**src/design/plid_pkg.sv**
```systemverilog
// ============================================================================
// plid_pkg
// Shared types and constants for the positional list insert/delete unit.
// ============================================================================
package plid_pkg;

    // Fixed field widths
    localparam int FUNC_W = 2;
    localparam int POS_W  = 7;
    localparam int CNT_W  = 7;
    localparam int DATA_W = 32;

    // Upper bound on the list length set by the length field
    localparam int LEN_MAX = 127;

    // Request codes
    typedef enum logic [FUNC_W-1:0] {
        FUNC_INSERT = 2'd0,
        FUNC_DELETE = 2'd1,
        FUNC_READ   = 2'd2
    } t_func;

    // Result status codes
    localparam logic STATUS_OK  = 1'b0;
    localparam logic STATUS_ERR = 1'b1;

    // Sequencer states
    typedef enum logic [1:0] {
        ST_IDLE,
        ST_SHIFT,
        ST_FINISH,
        ST_DONE
    } t_state;

    // Decoded request: legality, number of memory reads, first read slot and
    // the slot addressed by the position (all in list-index terms)
    typedef struct packed {
        logic             legal;
        logic [CNT_W-1:0] moves;
        logic [POS_W-1:0] src;
        logic [POS_W-1:0] slot;
    } t_req_info;

endpackage

```
**src/design/plid_decode.sv**
```systemverilog
// ============================================================================
// plid_decode
// Checks a request against the current length and works out the memory pass
// that carries it out.
// ============================================================================
module plid_decode #(
    parameter int LIMIT = 64
) (
    input  plid_pkg::t_func                  i_func,
    input  logic [plid_pkg::POS_W-1:0]       i_position,
    input  logic [plid_pkg::CNT_W-1:0]       i_count,
    output plid_pkg::t_req_info              o_info
);

    localparam logic [plid_pkg::CNT_W-1:0] LimitW = plid_pkg::CNT_W'(LIMIT);

    logic                         w_pos_nz;
    logic [plid_pkg::CNT_W:0]     w_count_p1;
    logic [plid_pkg::POS_W-1:0]   w_slot;

    assign w_pos_nz   = (i_position != '0);
    assign w_count_p1 = {1'b0, i_count} + (plid_pkg::CNT_W+1)'(1);
    assign w_slot     = i_position - plid_pkg::POS_W'(1);

    // Legality and shift extent per request code
    always_comb begin
        o_info.legal = 1'b0;
        o_info.moves = '0;
        o_info.src   = '0;
        o_info.slot  = w_slot;
        unique case (i_func)
            plid_pkg::FUNC_INSERT: begin
                // entries count-1 down to slot move up by one
                o_info.legal = w_pos_nz && ({1'b0, i_position} <= w_count_p1)
                               && (i_count < LimitW);
                o_info.moves = i_count - w_slot;
                o_info.src   = i_count - plid_pkg::POS_W'(1);
            end
            plid_pkg::FUNC_DELETE: begin
                // entries position up to count-1 move down by one
                o_info.legal = w_pos_nz && (i_position <= i_count);
                o_info.moves = i_count - i_position;
                o_info.src   = i_position;
            end
            plid_pkg::FUNC_READ: begin
                o_info.legal = w_pos_nz && (i_position <= i_count);
                o_info.moves = plid_pkg::CNT_W'(1);
                o_info.src   = w_slot;
            end
            default: begin
                o_info.legal = 1'b0;
            end
        endcase
    end

endmodule

```
**src/design/positional_list_insert_delete_unit.sv**
```systemverilog
// ============================================================================
// positional_list_insert_delete_unit
// Ordered list of signed 32-bit values held in one synchronous memory,
// addressed by 1-based position, with insert, delete and read requests.
// ============================================================================
// Usage:
//   Request channel i_valid/o_ready carries i_func (0 insert, 1 delete,
//   2 read), i_position and i_value. Result channel o_valid/i_ready carries
//   o_status (0 ok, 1 error), o_length and o_read_value. One result per
//   request, in order.
//   A legal request runs a shift pass of M memory reads, where M
//   is the number of entries read: length - position + 1 for an insert,
//   length - position for a delete, one for a read; an error skips the pass.
//   The shift pass moves one entry per cycle through the single read port
//   and single write port of the entry memory, so that pass sets the rate;
//   the worst case is an insert at the head of a list one short of full.
//   One request is in flight at a time; o_ready is high while idle.
//   Reset (i_rst_n low, synchronous) empties the list; memory contents are
//   not cleared and need no clearing pass, as only written entries are read.
//   A result waiting on a stalled receiver does not block the next request;
//   that request completes its work and then holds until the result
//   register frees up.
// ============================================================================
module positional_list_insert_delete_unit #(
    parameter int CAPACITY = 64
) (
    input  logic                              i_clk,
    input  logic                              i_rst_n,
    // request channel
    input  logic                              i_valid,
    output logic                              o_ready,
    input  logic [plid_pkg::FUNC_W-1:0]       i_func,
    input  logic [plid_pkg::POS_W-1:0]        i_position,
    input  logic signed [plid_pkg::DATA_W-1:0] i_value,
    // result channel
    output logic                              o_valid,
    input  logic                              i_ready,
    output logic                              o_status,
    output logic [plid_pkg::CNT_W-1:0]        o_length,
    output logic signed [plid_pkg::DATA_W-1:0] o_read_value
);

    localparam int AW    = (CAPACITY > 1) ? $clog2(CAPACITY) : 1;
    localparam int LIMIT = (CAPACITY < plid_pkg::LEN_MAX) ? CAPACITY : plid_pkg::LEN_MAX;

    // ------------------------------------------------------------------
    // Declarations
    // ------------------------------------------------------------------
    plid_pkg::t_state                 r_state, n_state;
    plid_pkg::t_func                  r_op, n_op;
    logic                             r_legal, n_legal;
    logic [plid_pkg::CNT_W-1:0]       r_left, n_left;
    logic [AW-1:0]                    r_src, n_src;
    logic [AW-1:0]                    r_dst, n_dst;
    logic [AW-1:0]                    r_slot, n_slot;
    logic                             r_pend, n_pend;
    logic [plid_pkg::DATA_W-1:0]      r_val, n_val;
    logic [plid_pkg::DATA_W-1:0]      r_rd, n_rd;
    logic [plid_pkg::CNT_W-1:0]       r_count, n_count;
    logic                             r_o_valid, n_o_valid;
    logic                             r_o_status, n_o_status;
    logic [plid_pkg::CNT_W-1:0]       r_o_length, n_o_length;
    logic [plid_pkg::DATA_W-1:0]      r_o_read_value, n_o_read_value;

    logic [plid_pkg::DATA_W-1:0]      r_mem [CAPACITY];
    logic [plid_pkg::DATA_W-1:0]      r_rdata;

    plid_pkg::t_req_info              w_info;
    logic                             w_accept;
    logic                             w_issue;
    logic                             w_load_out;
    logic                             w_we;
    logic [AW-1:0]                    w_waddr;
    logic [plid_pkg::DATA_W-1:0]      w_wdata;

    // ------------------------------------------------------------------
    // Request check
    // ------------------------------------------------------------------
    plid_decode #(
        .LIMIT (LIMIT)
    ) u_decode (
        .i_func     (plid_pkg::t_func'(i_func)),
        .i_position (i_position),
        .i_count    (r_count),
        .o_info     (w_info)
    );

    // ------------------------------------------------------------------
    // Next state
    // ------------------------------------------------------------------
    always_comb begin
        n_state = r_state;
        unique case (r_state)
            plid_pkg::ST_IDLE: begin
                if (i_valid) begin
                    n_state = w_info.legal ? plid_pkg::ST_SHIFT : plid_pkg::ST_DONE;
                end
            end
            plid_pkg::ST_SHIFT: begin
                // last read issued; its write-back lands this cycle
                if (r_left == '0) begin
                    n_state = plid_pkg::ST_FINISH;
                end
            end
            plid_pkg::ST_FINISH: begin
                n_state = plid_pkg::ST_DONE;
            end
            plid_pkg::ST_DONE: begin
                if (!r_o_valid || i_ready) begin
                    n_state = plid_pkg::ST_IDLE;
                end
            end
            default: begin
                n_state = plid_pkg::ST_IDLE;
            end
        endcase
    end

    // ------------------------------------------------------------------
    // State outputs
    // ------------------------------------------------------------------
    always_comb begin
        o_ready    = 1'b0;
        w_issue    = 1'b0;
        w_load_out = 1'b0;
        w_we       = 1'b0;
        w_waddr    = r_dst;
        w_wdata    = r_rdata;
        unique case (r_state)
            plid_pkg::ST_IDLE: begin
                o_ready = 1'b1;
            end
            plid_pkg::ST_SHIFT: begin
                w_issue = (r_left != '0);
                // moved entry written in the cycle after its read is issued
                w_we    = r_pend && (r_op != plid_pkg::FUNC_READ);
            end
            plid_pkg::ST_FINISH: begin
                // new value into the gap opened by the shift
                w_we    = (r_op == plid_pkg::FUNC_INSERT);
                w_waddr = r_slot;
                w_wdata = r_val;
            end
            plid_pkg::ST_DONE: begin
                w_load_out = !r_o_valid || i_ready;
            end
            default: begin
                o_ready = 1'b0;
            end
        endcase
    end

    assign w_accept = i_valid && o_ready;

    // ------------------------------------------------------------------
    // Datapath next values
    // ------------------------------------------------------------------
    always_comb begin
        n_op           = r_op;
        n_legal        = r_legal;
        n_left         = r_left;
        n_src          = r_src;
        n_dst          = r_dst;
        n_slot         = r_slot;
        n_pend         = w_issue;
        n_val          = r_val;
        n_rd           = r_rd;
        n_count        = r_count;
        n_o_valid      = r_o_valid && !i_ready;
        n_o_status     = r_o_status;
        n_o_length     = r_o_length;
        n_o_read_value = r_o_read_value;

        // capture the request
        if (w_accept) begin
            n_op    = plid_pkg::t_func'(i_func);
            n_legal = w_info.legal;
            n_left  = w_info.moves;
            n_src   = AW'(w_info.src);
            n_slot  = AW'(w_info.slot);
            n_val   = i_value;
            n_rd    = '0;
        end

        // shift pass: step the read pointer, remember the write target
        if (w_issue) begin
            n_left = r_left - plid_pkg::CNT_W'(1);
            if (r_op == plid_pkg::FUNC_INSERT) begin
                n_src = r_src - AW'(1);
                n_dst = r_src + AW'(1);
            end else begin
                n_src = r_src + AW'(1);
                n_dst = r_src - AW'(1);
            end
        end

        // read data for a read request
        if ((r_state == plid_pkg::ST_SHIFT) && r_pend && (r_op == plid_pkg::FUNC_READ)) begin
            n_rd = r_rdata;
        end

        // length update once the memory pass is complete
        if (r_state == plid_pkg::ST_FINISH) begin
            if (r_op == plid_pkg::FUNC_INSERT) begin
                n_count = r_count + plid_pkg::CNT_W'(1);
            end else if (r_op == plid_pkg::FUNC_DELETE) begin
                n_count = r_count - plid_pkg::CNT_W'(1);
            end
        end

        // result register
        if (w_load_out) begin
            n_o_valid      = 1'b1;
            n_o_status     = r_legal ? plid_pkg::STATUS_OK : plid_pkg::STATUS_ERR;
            n_o_length     = r_count;
            n_o_read_value = r_rd;
        end
    end

    // ------------------------------------------------------------------
    // Control registers
    // ------------------------------------------------------------------
    always_ff @(posedge i_clk) begin
        if (!i_rst_n) begin
            r_state   <= plid_pkg::ST_IDLE;
            r_count   <= '0;
            r_pend    <= 1'b0;
            r_o_valid <= 1'b0;
        end else begin
            r_state   <= n_state;
            r_count   <= n_count;
            r_pend    <= n_pend;
            r_o_valid <= n_o_valid;
        end
    end

    // ------------------------------------------------------------------
    // Payload registers
    // ------------------------------------------------------------------
    always_ff @(posedge i_clk) begin
        r_op           <= n_op;
        r_legal        <= n_legal;
        r_left         <= n_left;
        r_src          <= n_src;
        r_dst          <= n_dst;
        r_slot         <= n_slot;
        r_val          <= n_val;
        r_rd           <= n_rd;
        r_o_status     <= n_o_status;
        r_o_length     <= n_o_length;
        r_o_read_value <= n_o_read_value;
    end

    // ------------------------------------------------------------------
    // Entry memory: one write, one registered read per cycle. The shift
    // reads run ahead of the writes in the direction of travel, so the two
    // ports never address the same entry in one cycle.
    // ------------------------------------------------------------------
    always_ff @(posedge i_clk) begin
        if (w_we) begin
            r_mem[w_waddr] <= w_wdata;
        end
        r_rdata <= r_mem[r_src];
    end

    assign o_valid      = r_o_valid;
    assign o_status     = r_o_status;
    assign o_length     = r_o_length;
    assign o_read_value = r_o_read_value;

`ifndef ASSERT_OFF
    // length never exceeds the list limit
    a_count_limit: assert property (@(posedge i_clk) disable iff (!i_rst_n)
        r_count <= plid_pkg::CNT_W'(LIMIT))
        else $error("list length above limit");

    // shift write-back never collides with the read issued alongside it
    a_no_collision: assert property (@(posedge i_clk) disable iff (!i_rst_n)
        (w_we && w_issue) |-> (w_waddr != r_src))
        else $error("read and write address collide during shift");

    // length changes only at the end of a legal insert or delete
    a_count_change: assert property (@(posedge i_clk) disable iff (!i_rst_n)
        ($past(i_rst_n) && (r_count != $past(r_count)))
            |-> ($past(r_state) == plid_pkg::ST_FINISH))
        else $error("length changed outside the finish step");

    // an error result carries zero data
    a_err_zero: assert property (@(posedge i_clk) disable iff (!i_rst_n)
        (o_valid && (o_status == plid_pkg::STATUS_ERR)) |-> (o_read_value == '0))
        else $error("error result with non-zero data");

    // no write-back left pending once back at idle
    a_idle_clean: assert property (@(posedge i_clk) disable iff (!i_rst_n)
        o_ready |-> !r_pend)
        else $error("pending memory write while idle");
`endif

endmodule

```
**config.mk**
```make
export PLATFORM = sky130hd
export DESIGN_NAME = positional_list_insert_delete_unit
export DESIGN_NICKNAME = d
export VERILOG_FILES = /design/src/design/plid_pkg.sv /design/src/design/plid_decode.sv /design/src/design/positional_list_insert_delete_unit.sv
export SDC_FILE = /design/constraint.sdc
export NUM_CORES = 2
export LEC_CHECK = 0
export BUFFER_PORTS_ARGS = -buffer_cell sky130_fd_sc_hd__buf_4
export CAP_MARGIN = 20
export CORE_UTILIZATION = 55
export CTS_CLUSTER_DIAMETER = 120
export DETAILED_ROUTE_END_ITERATION = 12
export PLACE_DENSITY = 0.73
export SLEW_MARGIN = 20
export SYNTH_ARGS = -nofsm -noshare
export SYNTH_HDL_FRONTEND = slang
export SYNTH_HIERARCHICAL = 1
export SYNTH_SLANG_ARGS = --single-unit
```
**constraint.sdc**
```tcl
create_clock -name i_clk -period 3.6 [get_ports i_clk]
set_input_delay 0.72 -clock i_clk [delete_from_list [all_inputs] [get_ports i_clk]]
set_output_delay 0.72 -clock i_clk [all_outputs]
set_load 0.02 [all_outputs]
```
# Word-level counts from Yosys, hierarchy flattened
# Memories as Yosys holds them, arrays and structs flattened. A register that Yosys moved wholly into a read port is not among the register bits.
# Cells that the tools add are included.
# totals
output_inout_bits	42
ramBits	2048
memories	1
in_bits	45
word_cells	89
regBits	143
# memory_table
memory	words	word_bits	rd	rd_ports_with_merged_regs	write_ports	line	text
r_mem	64	32	1	1	1	positional_list_insert_delete_unit.sv:65	logic [plid_pkg::DATA_W-1:0] r_mem [CAPACITY];
# classes
n_reduce_logical	23
add_sub_neg	9
eq_ne	11
order_cmp	3
n_mux	27
# ops
operator	count
$mux 32	3
$pmux 14 s3	1
$mux 6	5
$mux 7	4
$sub 7x1->7 const B	3
$reduce_bool 7->1	2
$sub 7x7->7	2
$add 7x1->8 const B	1
$eq 2x2->1 const B	4
$le 7x8->1	1
$logic_and 1x1->1	8
$mux 2	4
$ne 2x2->1 const B	4
$pmux 2 s4	1
$add 7x1->7 const B	1
$le 7x7->1	1
$logic_not 7->1	1
$lt 7x7->1 const B	1
$mux 1	7
$add 6x1->6 const B	1
$eq 2x1->1 const B	3
$logic_not 2->1	3
$reduce_bool 2->1	3
$sub 6x1->6 const B	1
other kinds (6)	8

# Logic depth before layout (Yosys ltp)
# logic_depth
depth_word	8
depth_mapped	13
depth_no_buf	13

# Modules after synthesis
# The synthesis kept the hierarchy.
# by_module_without_submodules
mod	seq_area_each_um2	area_per_inst_um2	instances	cells_per_inst
positional_list_insert_delete_unit	66323.6	84966.5	1	3902
plid_decode	0.0	1290.0	1	177

# Worst setup path after synthesis
# OpenSTA, ideal clock, no wires.
# synth_timing
path_kind	register -> register
startpoint	register r_state[0]
endpoint	memory r_mem[32][0] (netlist name) (enable)
arrival_ns	3.024
synth_period_minus_slack_ns	3.445
setup_slack_ns	0.155
required_time_ns	3.179
stages_incl_launch_ff	10
setup_ns	0.421
n_path_buf	1
cell_sequence	dfxtp_1 inv_1 ha_1 clkbuf_1 inv_1 o21ai_0 nand3_1 nor2b_1 nand2_1 nor2_1
# synth_via
elab_chain_len	4
elab_cells_between_ends	6
cone_classes	2 x eq/ne; 4 x mux
# synth_lines
element	line	text
start, declared	positional_list_insert_delete_unit.sv:49	plid_pkg::t_state r_state, n_state;
start signal, assigned	positional_list_insert_delete_unit.sv:225	r_state <= plid_pkg::ST_IDLE;
start signal, assigned	positional_list_insert_delete_unit.sv:230	r_state <= n_state;
$eq 2x2->1 / $eq 2x1->1 (equally long branches)	positional_list_insert_delete_unit.sv:129	unique case (r_state)
$pmux 1 s2	positional_list_insert_delete_unit.sv:129	
$mux 1	positional_list_insert_delete_unit.sv:260	if (w_we) begin
$mux 1 (not written as such)	positional_list_insert_delete_unit.sv:261	r_mem[w_waddr] <= w_wdata;
end, declared	positional_list_insert_delete_unit.sv:65	
# Parallel ways exist; a longest one is shown, timed or not.

==> flow_metrics.tcl <==
set metrics [dict create \
    clock_skew_ps 32.1 \
    r2r.worst_path.cells 7 \
    powerDensity_nw_per_um2 853 \
    fin_crit_sh_pct 103 \
    num_vias 44600 \
    power_w 0.0846 \
    cts_setup_buffers 0 \
    clock_latency_ps 850 \
    drtPass1Iterations 6 \
    antenna_found_initial 14 \
    drtIter0Drc 6861 \
    setup_viol 1 \
    cts_tree "yes" \
    post-place-cells 6310 \
    min_from "i_value[18]" \
    yosysWarnings 6 \
    portBuffers 86 \
    end_kind "flip-flop" \
    highest_layer "met5" \
    violations "setup timing" \
    via_per_inst 6.66 \
    fin_ws_ps -93.5 \
    grt_pass1_vias 44200 \
    nets 4561 \
    crit_path_start "r_src[2]$_DFFE_PP_" \
    min_path_cells 1 \
    die_area_um2 158000 \
    hp-class "in -> reg" \
    crit_type "reg -> reg" \
    std_cell_rows 144 \
    syn2layout_area_growth_pct 15.1 \
    io_pins 87 \
    drive_above_1_share_pct 28.2 \
    r2r-start "r_src[2]$_DFFE_PP_" \
    wl_um 229000 \
    max-slew-margin-rel_pct 28.5 \
    tns_ps -93.5 \
    period_minus_slack_ps 3690 \
    power.leakage_nw 32.0 \
    critPathArrivalTime_ps 4360 \
    status "finished with violations" \
    wl_met1_um 83200 \
    dp_slack_ps 152 \
    antenna_left 0 \
    netlist_area_um2 86200 \
    cts_root_buf "clkbuf_16" \
    max_clock_freq_mhz 271 \
    critPathRequiredTime_ps 4270 \
    nFillCells 9810 \
    cts.sinks 2223 \
    clk_pin_slew_ps 60 \
    syn_inst 4074 \
    routabilityCongestion 0.912 \
    start_kind "flip-flop" \
    maxSlewViolCount 0 \
    numCtsBuffers 206 \
    dp_hpwl_um 133000 \
    postSynthAreaPerCell_um2 21.2 \
    reg2reg_to "r_rdata[14]$_DFF_P_" \
    htree_levels 4 \
    rsz0062_at_grt "no" \
    core_um2 155000 \
    grt_pass1_wl_um 320000 \
    hold_end "r_val[18]$_DFFE_PP_" \
    r2r_setup_slack_ps -90 \
    drc 0 \
    clockBufferDepth 3 \
    hold_viol 0 \
    placed_area_um2 92500 \
    grt_overflow_total 0 \
    crit_path_max_fanout 12 \
    worstMarginPinSlew_ps 1070 \
    final_cells 6699 \
    die_x_um 398 \
    wl_per_cell_um 34.1 \
    die_h_um 398 \
    initial_utilization_pct 55.7 \
    dr_wl_met2_um 107000 \
    holdBufCountCts 0 \
    wl_met3_um 28200 \
    grt_max_degree 65 \
    fin_area_um2 99200 \
    max_cap_violations 0 \
    cts_resized 0 \
    synth.net_count 4161 \
    irDropWorstVdd_uv 657 \
    grt_util_all_layers_pct 29.0 \
]
[worst max-delay path by stage]
stage | to | cells past startpoint | slack (ps)
detailed placement | r_rdata[14]$_DFF_P_ | 7 | 150
floorplan | r_mem[32][0]$_DFFE_PP_ | 9 | 150
global placement | r_rdata[14]$_DFF_P_ | 7 | 200
global route | r_rdata[14]$_DFF_P_ | 7 | 20
finish | r_rdata[14]$_DFF_P_ | 7 | -90
CTS | r_rdata[14]$_DFF_P_ | 7 | 90
[power breakdown]
group	total, W	leakage (nW)	switching, W	internal [W]
sequential	0.0348	20.0	0.000736	0.0340
clock	0.0216	3.28	0.00945	0.0122
combinational	0.0283	8.71	0.0183	0.00991
total	0.0846	32.0	0.0285	0.0561
[cell usage in the layout (no fill, tap or decap), types with 26 or more instances in the layout]
| cell | n |
|---|---|
| o21ai_0 | 67 |
| and2_1 | 34 |
| nor2_4 | 66 |
| dfxtp_1 | 43 |
| mux2i_1 | 238 |
| ha_1 | 39 |
| clkbuf_1 | 36 |
| o22ai_1 | 76 |
| a211oi_1 | 34 |
| mux4_2 | 454 |
| nand2_1 | 124 |
| nand3_1 | 26 |
| edfxtp_1 | 2180 |
| clkbuf_16 | 208 |
| clkinv_2 | 45 |
| a21oi_1 | 68 |
| nor2_1 | 70 |
| buf_4 | 289 |
| inv_1 | 39 |
| clkinv_1 | 32 |
| buf_12 | 113 |
| mux2_2 | 53 |
[flip-flops by register name, indices dropped and copies added, names as in the netlist, 7 cells and up]
register and flops:
r_mem 2048, o_length 7, r_val 32, o_read_value 32, r_count 7, r_rdata 32, r_left 7, r_rd 32
[routing by layer]
| metal | track usage [%] | vias to the layer above |
|---|---|---|
| met4 | 12.5 | 8 |
| met2 | 45.0 | 3126 |
| met1 | 39.8 | 23300 |
| li1 | - | 17800 |
| met3 | 6.78 | 456 |
| met5 | 0 | - |
[worst max-delay path, stage by stage, from the launching register on]
cell and delay, ps:
edfxtp_1 900, nand3_2 780, buf_4 440, o22ai_1 210, a211oi_1 80, o21ai_0 160, nand2_1 290, a221oi_1 650
[area by class of cell]
cell class	count	area, um^2	area share [%]
Sequential cell	2223	66300	66.9
Multi-Input combinational cell	1597	19000	19.2
Clock buffer	259	5550	5.59
Timing Repair Buffer	402	4430	4.47
Tap cell	2044	2560	2.58
Clock inverter	121	1160	1.17
Inverter	44	165	0.166
Antenna cell	9	22.5	0.0227
[through the flow]
stage	util, %	hold slack, ps
after CTS	64.1	3.15
after global routing	64.1	26.1
final	64.1	49.3
after global placement	59.7	402
after detailed placement	59.7	405
after floorplan	-	400
Note: power is estimated with default switching activity, not from simulation.
